$ cat src/rtl/bba_pkg.sv
`timescale 1ns / 1ps
// ----------------------------------------------------------------------------
// bba_pkg
// Shared constants, table entry layout and controller/datapath interface
// types for the buddy block allocator.
// ----------------------------------------------------------------------------
package bba_pkg;

  // Geometry
  localparam int MIN_BLOCK_LOG2 = 12;
  localparam int NUM_UNITS      = 1024;
  localparam int UNIT_W         = $clog2(NUM_UNITS);
  localparam int MAX_ORDER      = UNIT_W;
  localparam int ORD_W          = $clog2(MAX_ORDER + 1);
  localparam int ENT_W          = ORD_W + 2;
  localparam int ADDR_W         = 64;
  localparam int SIZE_W         = 32;
  localparam int LOG2_W         = 5;
  localparam int REGION_RESET   = 22;

  // Table entry bit positions
  localparam int E_START = ORD_W + 1;
  localparam int E_FREE  = ORD_W;

  // Command codes
  localparam logic CMD_ALLOC = 1'b0;
  localparam logic CMD_FREE  = 1'b1;

  // Result status codes
  localparam logic [1:0] ST_OK   = 2'd0;
  localparam logic [1:0] ST_FAIL = 2'd1;
  localparam logic [1:0] ST_ZERO = 2'd2;

  // Configuration register indexes
  localparam int CFG_IDX_W = 1;
  localparam logic [CFG_IDX_W-1:0] CFG_BASE   = 1'd0;
  localparam logic [CFG_IDX_W-1:0] CFG_REGION = 1'd1;

  // Table read address select
  typedef enum logic [1:0] {
    RD_U,
    RD_NEXT,
    RD_BUDDY
  } rd_sel_e;

  // Controller to datapath commands
  typedef struct packed {
    logic    load;
    logic    clr_start;
    logic    clr_step;
    rd_sel_e rd_sel;
    logic    scan_adv;
    logic    ord_ld;
    logic    split;
    logic    take;
    logic    merge;
    logic    fset;
    logic    fail;
    logic    publish;
  } ctrl_cmd_t;

  // Datapath to controller status
  typedef struct packed {
    logic cmd_free;
    logic pre_fail;
    logic ent_match;
    logic scan_end;
    logic split_more;
    logic ent_alloc;
    logic merge_more;
    logic buddy_ok;
    logic clr_last;
  } dp_status_t;

endpackage

$ cat src/rtl/bba_ctrl.sv
`timescale 1ns / 1ps
// ----------------------------------------------------------------------------
// bba_ctrl
// Sequencer: table clear sweep, allocate scan and split, free merge, and
// output beat handshake.
// ----------------------------------------------------------------------------
module bba_ctrl (
  input  logic                 clk_i,
  input  logic                 rst_ni,
  input  logic                 region_wr_i,
  input  logic                 in_valid_i,
  output logic                 in_ready_o,
  output logic                 out_valid_o,
  input  logic                 out_ready_i,
  input  bba_pkg::dp_status_t  sts_i,
  output bba_pkg::ctrl_cmd_t   cmd_o
);
  import bba_pkg::*;

  typedef enum logic [3:0] {
    S_CLEAR,
    S_IDLE,
    S_DISPATCH,
    S_A_CHK,
    S_A_SPLIT,
    S_F_CHK,
    S_B_RD,
    S_B_CHK,
    S_FINISH
  } state_e;

  state_e state_q, state_d;
  logic   out_valid_q, out_valid_d;

  // Next state and commands
  always_comb begin
    state_d     = state_q;
    out_valid_d = out_valid_q && !out_ready_i;
    cmd_o       = '0;
    cmd_o.rd_sel = RD_U;
    unique case (state_q)
      S_CLEAR: begin
        cmd_o.clr_step = 1'b1;
        if (sts_i.clr_last) state_d = S_IDLE;
      end
      S_IDLE: begin
        if (in_valid_i) begin
          cmd_o.load = 1'b1;
          state_d    = S_DISPATCH;
        end
      end
      S_DISPATCH: begin
        if (sts_i.pre_fail) begin
          cmd_o.fail = 1'b1;
          state_d    = S_FINISH;
        end else begin
          state_d = sts_i.cmd_free ? S_F_CHK : S_A_CHK;
        end
      end
      S_A_CHK: begin
        if (sts_i.ent_match) begin
          cmd_o.ord_ld = 1'b1;
          state_d      = S_A_SPLIT;
        end else if (sts_i.scan_end) begin
          cmd_o.fail = 1'b1;
          state_d    = S_FINISH;
        end else begin
          cmd_o.scan_adv = 1'b1;
          cmd_o.rd_sel   = RD_NEXT;
        end
      end
      S_A_SPLIT: begin
        if (sts_i.split_more) begin
          cmd_o.split = 1'b1;
        end else begin
          cmd_o.take = 1'b1;
          state_d    = S_FINISH;
        end
      end
      S_F_CHK: begin
        if (sts_i.ent_alloc) begin
          cmd_o.ord_ld = 1'b1;
          state_d      = S_B_RD;
        end else begin
          cmd_o.fail = 1'b1;
          state_d    = S_FINISH;
        end
      end
      S_B_RD: begin
        if (sts_i.merge_more) begin
          cmd_o.rd_sel = RD_BUDDY;
          state_d      = S_B_CHK;
        end else begin
          cmd_o.fset = 1'b1;
          state_d    = S_FINISH;
        end
      end
      S_B_CHK: begin
        if (sts_i.buddy_ok) begin
          cmd_o.merge = 1'b1;
          state_d     = S_B_RD;
        end else begin
          cmd_o.fset = 1'b1;
          state_d    = S_FINISH;
        end
      end
      S_FINISH: begin
        if (!out_valid_q || out_ready_i) begin
          cmd_o.publish = 1'b1;
          out_valid_d   = 1'b1;
          state_d       = S_IDLE;
        end
      end
      default: state_d = S_IDLE;
    endcase
    // Region change restarts the clear sweep
    if (region_wr_i) begin
      cmd_o.clr_start = 1'b1;
      cmd_o.clr_step  = 1'b0;
      state_d         = S_CLEAR;
    end
  end

  // State and output valid
  always_ff @(posedge clk_i or negedge rst_ni) begin
    if (!rst_ni) begin
      state_q     <= S_CLEAR;
      out_valid_q <= 1'b0;
    end else begin
      state_q     <= state_d;
      out_valid_q <= out_valid_d;
    end
  end

  assign in_ready_o  = (state_q == S_IDLE);
  assign out_valid_o = out_valid_q;

endmodule

$ cat config.mk
export PLATFORM = sky130hd
export DESIGN_NAME = bba_ctrl
export DESIGN_NICKNAME = d
export VERILOG_FILES = /design/src/rtl/bba_pkg.sv /design/src/rtl/bba_ctrl.sv
export SDC_FILE = /design/constraint.sdc
export NUM_CORES = 1
export LEC_CHECK = 0
export BUFFER_PORTS_ARGS = -buffer_cell sky130_fd_sc_hd__buf_4
export CORE_AREA = 2 2 39 41
export CTS_BUF_LIST = sky130_fd_sc_hd__clkbuf_4 sky130_fd_sc_hd__clkbuf_8 sky130_fd_sc_hd__clkbuf_16
export DETAILED_ROUTE_END_ITERATION = 6
export DIE_AREA = 0 0 41 43
export GPL_ROUTABILITY_DRIVEN = 0
export PLACE_DENSITY = 0.83
export SLEW_MARGIN = 25
export SYNTH_ARGS = -nofsm -noshare
export SYNTH_HDL_FRONTEND = slang
export SYNTH_SLANG_ARGS = --single-unit
$ cat constraint.sdc
create_clock -name clk_i -period 4.57 [get_ports clk_i]
set_clock_uncertainty 0.15 [all_clocks]
set_input_delay 0 -clock clk_i [delete_from_list [all_inputs] [get_ports clk_i]]
set_output_delay 0 -clock clk_i [all_outputs]
set_load 0.05 [all_outputs]
# Word level (Yosys, flattened, before mapping)
# Index checks and enable logic that the tools add are counted.
# W data, S select, Z words.
[word_totals]
regBits = 5
in_bits = 14
output_inout_bits = 15
elab_cells = 63
[op_classes]
eq_ne = 13
mux = 42
n_reduce_logical = 6
[ops]
columns = ["operator", "n"]
rows = [
  ["$mux W4", 11],
  ["$pmux W4 S9", 1],
  ["$mux W1", 20],
  ["$eq A4 B3 Y1 const B", 4],
  ["$ne A3 B3 Y1 const B", 4],
  ["$mux W2", 5],
  ["$eq A4 B2 Y1 const B", 2],
  ["$reduce_and A5 Y1", 1],
  ["$eq A4 B1 Y1 const B", 1],
  ["$eq A4 B4 Y1 const B", 1],
  ["$logic_not A4 Y1", 1],
  ["$ne A4 B4 Y1 const B", 1],
  ["$pmux W1 S2", 2],
  ["$pmux W2 S2", 1],
  ["$mux W3", 1],
  ["$pmux W1 S3", 1],
  ["$logic_not A1 Y1", 2],
  ["$logic_and A1 B1 Y1", 1],
  ["$logic_or A1 B1 Y1", 1],
]

# Longest topological paths before layout
# Gate-level depths: netlist (run 1).
[depth]
depth_word = 5
depth_mapped = 6
mapped_depth_nobuf = 4

# Worst setup path after synthesis (run 1)
# Ideal clock, no wire load.
[synth_timing]
kind = "register to output"
startpoint = "register state_q[3]"
endpoint = "output cmd_o[10] in the netlist's numbering"
t_arrival_ns = 2.276
required_ns = 4.420
setup_slack_ns = 2.144
stages_incl_launch_ff = 5
path_buffers = 2
path_cell_list = "dfrtp_1 -> buf_6 -> or2_1 -> buf_6 -> nor4_1"
[synth_lines]
columns = ["element", "line", "text"]
rows = [
  ["start, declared", "bba_ctrl.sv:32", "state_e state_q, state_d;"],
  ["start signal, assigned", "bba_ctrl.sv:130", "state_q <= state_d;"],
  ["end, declared", "bba_ctrl.sv:16", "output bba_pkg::ctrl_cmd_t cmd_o"],
]

# Worst setup path in the final report (run 1)
[layout_timing]
startpoint = "register state_q[2]"
endpoint = "register state_q[1]"
[layout_via]
elab_chain_len = 3
elab_cells_between_ends = 17
cone_classes = "eq/ne (13); mux (2); reduce/logical (2)"
[layout_rtl]
columns = ["element", "line", "text"]
rows = [
  ["$eq A4 B4 Y1, or another cell as far along", "bba_ctrl.sv:41", "unique case (state_q)"],
  ["$pmux W4 S9, or another cell as far along", "bba_ctrl.sv:41", ""],
  ["$mux W4 / $reduce_and A5 Y1 (equally long branches)", "n/a", ""],
]
# Several ways; a longest one is shown, not always the timed one.
# A chain may end at the register's enable or synchronous reset.

==> results of run 1 <==
## report_power, final
group / switching (mW) / total, mW / leakage (nW) / internal (mW)
sequential: 0.00654 / 0.0524 / 0.0688 / 0.0459
combinational: 0.0319 / 0.0606 / 0.329 / 0.0287
clock: 0.0174 / 0.0563 / 0.0184 / 0.0389
## state kept, by name, summed over array words and instances (netlist names)
register     count
out_valid_o      1
state_q          4
## final cells by class
cell class / instances / share of cell area (%)
repair buffers: 35 / 31.91
inverters: 3 / 1.282
clock buffers: 4 / 3.419
flip-flops and latches: 5 / 14.25
multi-input cells: 60 / 46.87
well taps: 16 / 2.279
## cells in the mapped netlist
library cell,n,area [um2]
nand2_1,4,15.01
a2bb2oi_2,1,15.01
a211oi_1,2,15.01
and3_1,1,6.260
mux2_2,1,11.26
nand4b_1,1,8.760
buf_2,2,10.01
o211ai_1,1,7.510
o32ai_1,1,8.760
mux2i_1,1,10.01
o2111ai_1,1,8.760
a21o_1,2,15.01
buf_4,3,22.52
a21oi_1,5,25.02
a32o_1,1,10.01
nand2b_1,4,25.02
nand3_1,2,10.01
buf_6,2,22.52
or2_1,1,6.260
nand4bb_1,3,33.78
inv_1,3,11.26
and4b_1,1,10.01
nand4_1,1,6.260
nor3_1,4,20.02
nor4_1,2,12.51
o21ai_2,1,8.760
nor4b_4,1,23.77
nor2b_1,3,18.77
a211o_1,1,8.760
o22ai_1,1,6.260
dfrtp_1,5,125.1
nand3b_1,3,22.52
and2_1,2,12.51
nor2_1,8,30.03
## repair_timing
item                                   4_1_cts  5_1_grt
setup endpoints to repair                    0        0
endpoints found under the hold margin       10        0
hold buffers                                 7        0
## metrics by stage
stage,hold WS (ns),util [%],area [um2],setup slack (ns)
2_1_floorplan,-0.4456,-,603.1,2.144
3_3_place_gp,-0.3458,56.24,778.2,2.670
3_5_place_dp,-0.3479,56.24,778.2,2.671
4_1_cts,0.02960,63.47,878.3,2.460
5_1_grt,0.05299,63.47,878.3,2.346
6_report,0.02771,63.47,878.3,2.445
## routing by layer
metal / part of all wire [%] / vias up / GRT usage [%]
met5: 0 / - / 0
met4: 0 / 0 / 10.67
met3: 5.3 / 0 / 3.665
met2: 50 / 19 / 28.13
met1: 44 / 321 / 23.51
li1: - / 337 / -
## worst max path at each step
stage,from,endpoint,cells past startpoint
detailed placement,state_q[0],state_q[2],4
global route,state_q[1],state_q[1],5
finish,state_q[2],state_q[1],5
floorplan,state_q[3],cmd_o[10],4
global placement,state_q[0],state_q[2],4
CTS,state_q[2],state_q[1],5
## worst max-delay path, cell delays in order (launching register included)
cell and delay (ns):
dfrtp_1 0.53, or2_1 0.40, nor4_1 0.18, dlygate4sd3_1 0.59, a21oi_1 0.04, o32ai_1 0.12
## cell families after synthesis
group	Yosys count	share of synthesized area [%]
mux	2	3.527
buf+inv	10	11.00
flops	5	20.75
simple gates	41	43.36
compound gates	17	21.37
==> metrics, run 1 <==
Clock Path Buffers 2; WL final 1514 um; fin crit period 2.125 ns; WL/cell 12.31 um; VDD IR-drop max 148.8 uV; drt first-iter violations 9; Overall Power 169.3 uW; Synth Net Count 89; Detail Route Antenna Nets 0; All-Layer GR Usage 18.64%; worst reg-to-reg path cell count 5; Die Ht 43 um; # diodes 0; clk slew on worst S/H paths 0.04 ns; # fillers 126; Num CTS Buffers 3; Starting Density 43.58%; WP data required 4.55 ns; Total Nets Final 122; unique cell type count in the Yosys netlist 34; status finished, final reports clean; Critical R2R Launch state_q[2]; Slew @ Worst Pin 0.5995 ns; Final Max Slew Viols 0; vias in the first global route 569; Slew headroom 60.03%; Sum Neg Setup Slack 0 ns; core area 1384 um2; ratio of cells with drive above 1 in the final layout 33.64%; max cap viols 0; Pre-Repair DR Iteration Count 4; crit path launch type flip-flop; Static Leakage 0.4158 nW; initial antenna violation count 0; Reg2Reg Setup Slack 2.45 ns; multi-input logic area 411.6 um2; CTS tree built; hold depth 4; Ports 29; Clk Latency, worst-skew pair 0.24 ns; grt total ovfl 0; Post CTS Setup Buffer Count 0; HP Class input port to flip-flop; first-pass GRT wire length 2304 um; area growth from synthesis to layout 45.64%; hold path endpoint state_q[0]; crit path DAT 2.11 ns; Seq/Total Area, Yosys 20.75%; most common cell after layout, fill and taps aside buf_4; crit path kind flip-flop to flip-flop; DP Wirelength 1126 um; largest net degree at the start of global routing 20; clk root buf clkbuf_4; Seq cells post-synth 5; synthesized cell area 603.1 um2; # clock sinks 5; Finish-stage setup viols 0; final cell count without fillers 123; FF+latch area 125.1 um2; vias per inst 5.504; period utilisation layout 46.49%; pwr dens 192.8 nW/um2; Mean Syn Cell Area 8.041 um2; most frequent cells in the layout 28 x buf_4, 8 x nor2_1, 7 x dlygate4sd3_1, 5 x a21oi_1, 5 x dfrtp_1; max frequency 470.7 MHz; Cells after Synth 75; H-tree levels 1; die area 1763 um2; HP Start in_valid_i; post-route DRC violation count 0; reg2reg end state_q[1]; Die X 41 um; RSZ-0062 raised after global routing no; Buffers on Ports 28; Cells after DPL 112; CTS resizes 0; Hold Vio Cnt, Final 0; vias 677; Yosys Warn Count 0; Critical Path Fanout Max 16; FP Rows 14; CP endpoint kind flip-flop
(Power assumes the default switching activity.)
==> run 2: changes to the inputs <==
--- a/config.mk
+++ b/config.mk
@@ -6,12 +6,12 @@
 export NUM_CORES = 1
 export LEC_CHECK = 0
 export BUFFER_PORTS_ARGS = -buffer_cell sky130_fd_sc_hd__buf_4
-export CORE_AREA = 2 2 39 41
+export CORE_MARGIN = 2
+export CORE_UTILIZATION = 40
 export CTS_BUF_LIST = sky130_fd_sc_hd__clkbuf_4 sky130_fd_sc_hd__clkbuf_8 sky130_fd_sc_hd__clkbuf_16
 export DETAILED_ROUTE_END_ITERATION = 6
-export DIE_AREA = 0 0 41 43
 export GPL_ROUTABILITY_DRIVEN = 0
-export PLACE_DENSITY = 0.83
+export PLACE_DENSITY = 0.78
 export SLEW_MARGIN = 25
 export SYNTH_ARGS = -nofsm -noshare
 export SYNTH_HDL_FRONTEND = slang
==> constraint.sdc (replaced) <==
create_clock -name clk_i -period 1.9 [get_ports clk_i]
set_clock_uncertainty 0.15 [all_clocks]
set_input_delay 0 -clock clk_i [delete_from_list [all_inputs] [get_ports clk_i]]
set_output_delay 0 -clock clk_i [all_outputs]
set_load 0.05 [all_outputs]
==> metrics, run 2 (synthesis results as in run 1) <==
CP Cell Sequence or2_4 -> nor3_1 -> a21o_1 -> buf_4; max incr delay on CP 0.52 ns (-0.07 ns); Hold Vio Cnt, Final 0 (unchanged); Starting Density 41.48% (-2.1 points); HP Class input port to flip-flop; # fillers 127 (+0.79%); largest net degree at the start of global routing 14 (-30%); initial antenna violation count 0 (unchanged); most common cell after layout, fill and taps aside buf_4; vias in the first global route 665 (+17%); Static Leakage 0.4312 nW (+3.7%); WL final 1718 um (+13%); max FFs per register 4 (unchanged); vias 717 (+5.9%); post-route DRC violation count 0 (unchanged); Worst path top cell family by delay simple AND/OR/NAND/NOR gates; VDD IR-drop max 289.7 uV (+95%); WL/cell 13.63 um (+11%); Die X 42.83 um (+4.5%); H-tree levels 1 (unchanged); RSZ-0062 raised after global routing no; WP data required 1.75 ns (-2.80 ns); Detail Route Antenna Nets 0 (unchanged); # diodes 0 (unchanged); Sum Neg Setup Slack 0 ns (unchanged); grt total ovfl 0 (unchanged); Finish-stage setup viols 0 (unchanged); crit path DAT 1.66 ns (-0.45 ns); Critical Path Fanout Max 10 (-6); Post CTS Setup Buffer Count 0 (unchanged); All-Layer GR Usage 20.53% (+1.9 points); Clk Latency, worst-skew pair 0.25 ns (about the same); ratio of cells with drive above 1 in the final layout 40.00% (+6.4 points); Num CTS Buffers 3 (unchanged); fin crit period 1.813 ns; most frequent cells in the layout 32 x buf_4, 8 x nor2_1, 6 x dlygate4sd3_1, 5 x dfrtp_1; Slew headroom 72.79% (+13 points); Buffers on Ports 28 (unchanged); Ports 29 (unchanged); die area 1834 um2 (+4.1%); first-pass GRT wire length 2877 um (+25%); clk root buf clkbuf_4; drt first-iter violations 24 (+15); Pre-Repair DR Iteration Count 5 (+1); largest reg by FF count state_q; status finished, final reports clean; pwr dens 469.6 nW/um2 (+140%); FP Rows 14 (unchanged); crit path launch type flip-flop; Buf/Inv on CP 1 (unchanged); Final Max Slew Viols 0 (unchanged); DP Wirelength 1283 um (+14%); max cap viols 0 (unchanged); area growth from synthesis to layout 51.45%; clk slew on worst S/H paths 0.05 ns (about the same); vias per inst 5.690 (+3.4%); Overall Power 429.0 uW (+150%); CTS tree built; max frequency 551.7 MHz; Die Ht 42.83 um (-0.40%); period utilisation layout 95.41%; Total Nets Final 125 (+2.5%); core area 1454 um2 (+5.1%); CP endpoint kind output pin; Slew @ Worst Pin 0.4082 ns (-0.1913 ns); # clock sinks 5 (unchanged); Clock Path Buffers 2 (unchanged); Crit-path slowest cell dfrtp_1; Reg2Reg Setup Slack 0.21 ns (-2.24 ns); crit path kind flip-flop to output pin
[run 2: changes by cell type in the layout (fill, tap and decap cells not counted), sizes merged]
cell         delta
dlygate4sd3     -1
buf             +4
[run 2: area by class of cell]
type                    instances  area [um2]  share of cell area (%)
multi-input cells              60       426.7                   46.71
clock buffers                   4       30.03                   3.288
well taps                      16       20.02                   2.192
inverters                       3       11.26                   1.233
flip-flops and latches          5       125.1                   13.70
repair buffers                 38       300.3                   32.88
[run 2: repair_timing]
action	in CTS	in global routing
setup endpoints to repair	0	2
gates resized for setup	0	2
hold buffers	6	0
hold endpoints to repair	10	0
[run 2: worst register-to-register path: stages (launching register included)]
cell	delay, ns
dfrtp_1	0.50
nor2_1	0.34
nand4b_1	0.21
a211o_1	0.36
o21ai_2	0.06
[run 2: worst paths after layout]
kind,startpoint,end,cells after the start
setup / recovery,state_q[3],cmd_o[1],4
hold / removal,sts_i[7],state_q[1],4
setup reg to reg,state_q[1],state_q[3],4
hold reg to reg,out_valid_o,out_valid_o,2
max in group asynchronous,rst_ni,state_q[1],3
min in group asynchronous,rst_ni,out_valid_o,3
[run 2: routing by layer]
layer / routed length [um] / track usage [%]
met3: 111 / 5.106
met4: 0 / 10.63
met2: 853 / 33.33
met5: 0 / 0
met1: 753 / 24.68
[run 2: metrics by stage]
stage               util, %  area (um2)  hold slack [ns]  instances  worst slack [ns]
floorplan                 -       613.1          -0.4456         75          -0.01859
global placement      56.28       818.3          -0.3488        116            0.1750
detailed placement    56.28       818.3          -0.3476        116            0.1777
CTS                   62.48       908.4          0.01259        126           0.04681
global route          62.82       913.4          0.01639        126          0.007625
finish                62.82       913.4          0.02274        126           0.08729
[run 2: power by group]
group | internal (mW) | switching, mW
clock network | 0.0941 | 0.0514
logic | 0.0777 | 0.0884
registers | 0.110 | 0.00690
total | 0.282 | 0.147
==> run 3: changes to the inputs <==
==> config.mk (replaced) <==
export PLATFORM = sky130hd
export DESIGN_NAME = bba_ctrl
export DESIGN_NICKNAME = d
export VERILOG_FILES = /design/src/rtl/bba_pkg.sv /design/src/rtl/bba_ctrl.sv
export SDC_FILE = /design/constraint.sdc
export NUM_CORES = 1
export LEC_CHECK = 0
export CORE_AREA = 2 2 39 41
export CTS_BUF_LIST = sky130_fd_sc_hd__clkbuf_4 sky130_fd_sc_hd__clkbuf_8 sky130_fd_sc_hd__clkbuf_16
export DETAILED_ROUTE_END_ITERATION = 6
export DIE_AREA = 0 0 41 43
export DONT_BUFFER_PORTS = 1
export GPL_ROUTABILITY_DRIVEN = 0
export PLACE_DENSITY = 0.66
export SLEW_MARGIN = 25
export SYNTH_ARGS = -nofsm -noshare
export SYNTH_HDL_FRONTEND = slang
export SYNTH_SLANG_ARGS = --single-unit
==> metrics, run 3 (synthesis results as in run 1) <==
VDD IR-drop max 323.5 uV (+12%); clk root buf clkbuf_4; largest net degree at the start of global routing 12 (-2); Die X 41 um (-4.3%); largest reg by FF count state_q; Clk Latency, worst-skew pair 0.24 ns (about the same); clk slew on worst S/H paths 0.05 ns (about the same); pwr dens 475.2 nW/um2 (+1.2%); Reg2Reg Setup Slack 0.11 ns (-0.10 ns); Num CTS Buffers 3 (unchanged); WP data required 1.75 ns (about the same); Ports 29 (unchanged); FP Rows 14 (unchanged); fin crit period 1.822 ns (+0.009197 ns); most frequent cells in the layout 16 x buf_4, 11 x dlygate4sd3_1, 8 x nor2_1; DP Wirelength 1182 um (-7.9%); Clock Path Buffers 2 (unchanged); vias 683 (-4.7%); drt first-iter violations 21 (-13%); Final Max Slew Viols 0 (unchanged); core area 1384 um2 (-4.8%); period utilisation layout 95.89% (+0.48 points); hold depth 3 (-1); die area 1763 um2 (-3.9%); Critical Path Fanout Max 10 (unchanged); worst reg-to-reg path cell count 4 (unchanged); Static Leakage 0.3816 nW (-11%); H-tree levels 1 (unchanged); WL final 1681 um (-2.2%); CP endpoint kind output pin; most common cell after layout, fill and taps aside buf_4; max FFs per register 4 (unchanged); Pre-Repair DR Iteration Count 4 (-1); Overall Power 412.0 uW (-3.9%); Final Hold Slack 0.01414 ns (-0.008598 ns); HP Class input port to flip-flop; HP Start sts_i[7]; Slew headroom 54.07% (-19 points); RSZ-0062 raised after global routing no; Cells after DPL 101 (-13%); vias in the first global route 599 (-9.9%); Detail Route Antenna Nets 0 (unchanged); crit path DAT 1.67 ns (about the same); crit path launch type flip-flop; max cap viols 0 (unchanged); WL/cell 14.49 um (+6.3%); grt total ovfl 0 (unchanged); Starting Density 43.58% (+2.1 points); reg2reg end state_q[1]; first-pass GRT wire length 2684 um (-6.7%); vias per inst 5.888 (+3.5%); hold path endpoint state_q[2]; status finished, final reports clean; crit path kind flip-flop to output pin; Hold Vio Cnt, Final 0 (unchanged); Die Ht 43 um (+0.40%); Slew @ Worst Pin 0.6867 ns (+0.2785 ns); All-Layer GR Usage 21.96% (+1.4 points); initial antenna violation count 0 (unchanged); Buffers on Ports 0 (-100%); Critical R2R Launch state_q[3]; Finish-stage setup viols 0 (unchanged); Total Nets Final 115 (-8.0%); CTS tree built; ratio of cells with drive above 1 in the final layout 30.00% (-10 points); # clock sinks 5 (unchanged); final cell count without fillers 116 (-7.9%); post-route DRC violation count 0 (unchanged); max frequency 548.9 MHz (-0.50%); # diodes 0 (unchanged); area growth from synthesis to layout 43.78%
-- run 3: per-stage QoR --
step	area, um2	setup WS [ns]	TNS, ns	utilization [%]
floorplan	613.1	-0.01859	-0.01859	-
global placement	718.2	0.2036	0	51.90
detailed placement	718.2	0.1776	0	51.90
CTS	858.3	0.01529	0	62.03
global route	867.1	0.004157	0	62.66
finish	867.1	0.07809	0	62.66
-- run 3: worst max-delay path: stages (launching register included) --
cell and delay [ns]:
dfrtp_1 0.50, or2_1 0.40, nor3_2 0.20, a21o_1 0.14
buf_4 0.18
-- run 3: worst max path at each step --
stage,startpoint,endpoint,slack (ns),depth (start not counted)
final,state_q[3],cmd_o[1],0.08,4
after global routing,state_q[3],state_q[1],0.004,4
after CTS,state_q[3],cmd_o[1],0.02,4
after global placement,state_q[3],state_q[1],0.20,4
after detailed placement,state_q[3],state_q[1],0.18,4
after floorplan,state_q[3],state_q[3],-0.02,5
-- run 3: routing by layer --
layer | GRT usage, % | vias to the layer above | wire length [um]
li1 | - | 327 | -
met1 | 30.36 | 323 | 692
met2 | 32.19 | 31 | 850
met3 | 5.236 | 2 | 123
met4 | 8.000 | 0 | 14
met5 | 0 | - | 0
-- run 3: where the power goes --
part | switching (mW) | total [mW] | internal, mW
Combinational | 0.0864 | 0.157 | 0.0710
Sequential | 0.00488 | 0.116 | 0.111
Clock | 0.0453 | 0.139 | 0.0937
-- run 3: final cells by class --
type	count	area (um2)
clock buffer	4	30.03
fill	128	516.7
inverter	3	11.26
multi-input combinational	60	429.2
sequential	5	126.4
tap	16	20.02
timing repair buffer	28	250.2
-- run 3: repair_timing --
action | CTS | global route
setup buffers | 0 | 0
hold endpoints to repair | 11 | 0
gates resized for setup | 0 | 3
hold buffers | 11 | 0
setup endpoints to repair | 0 | 2
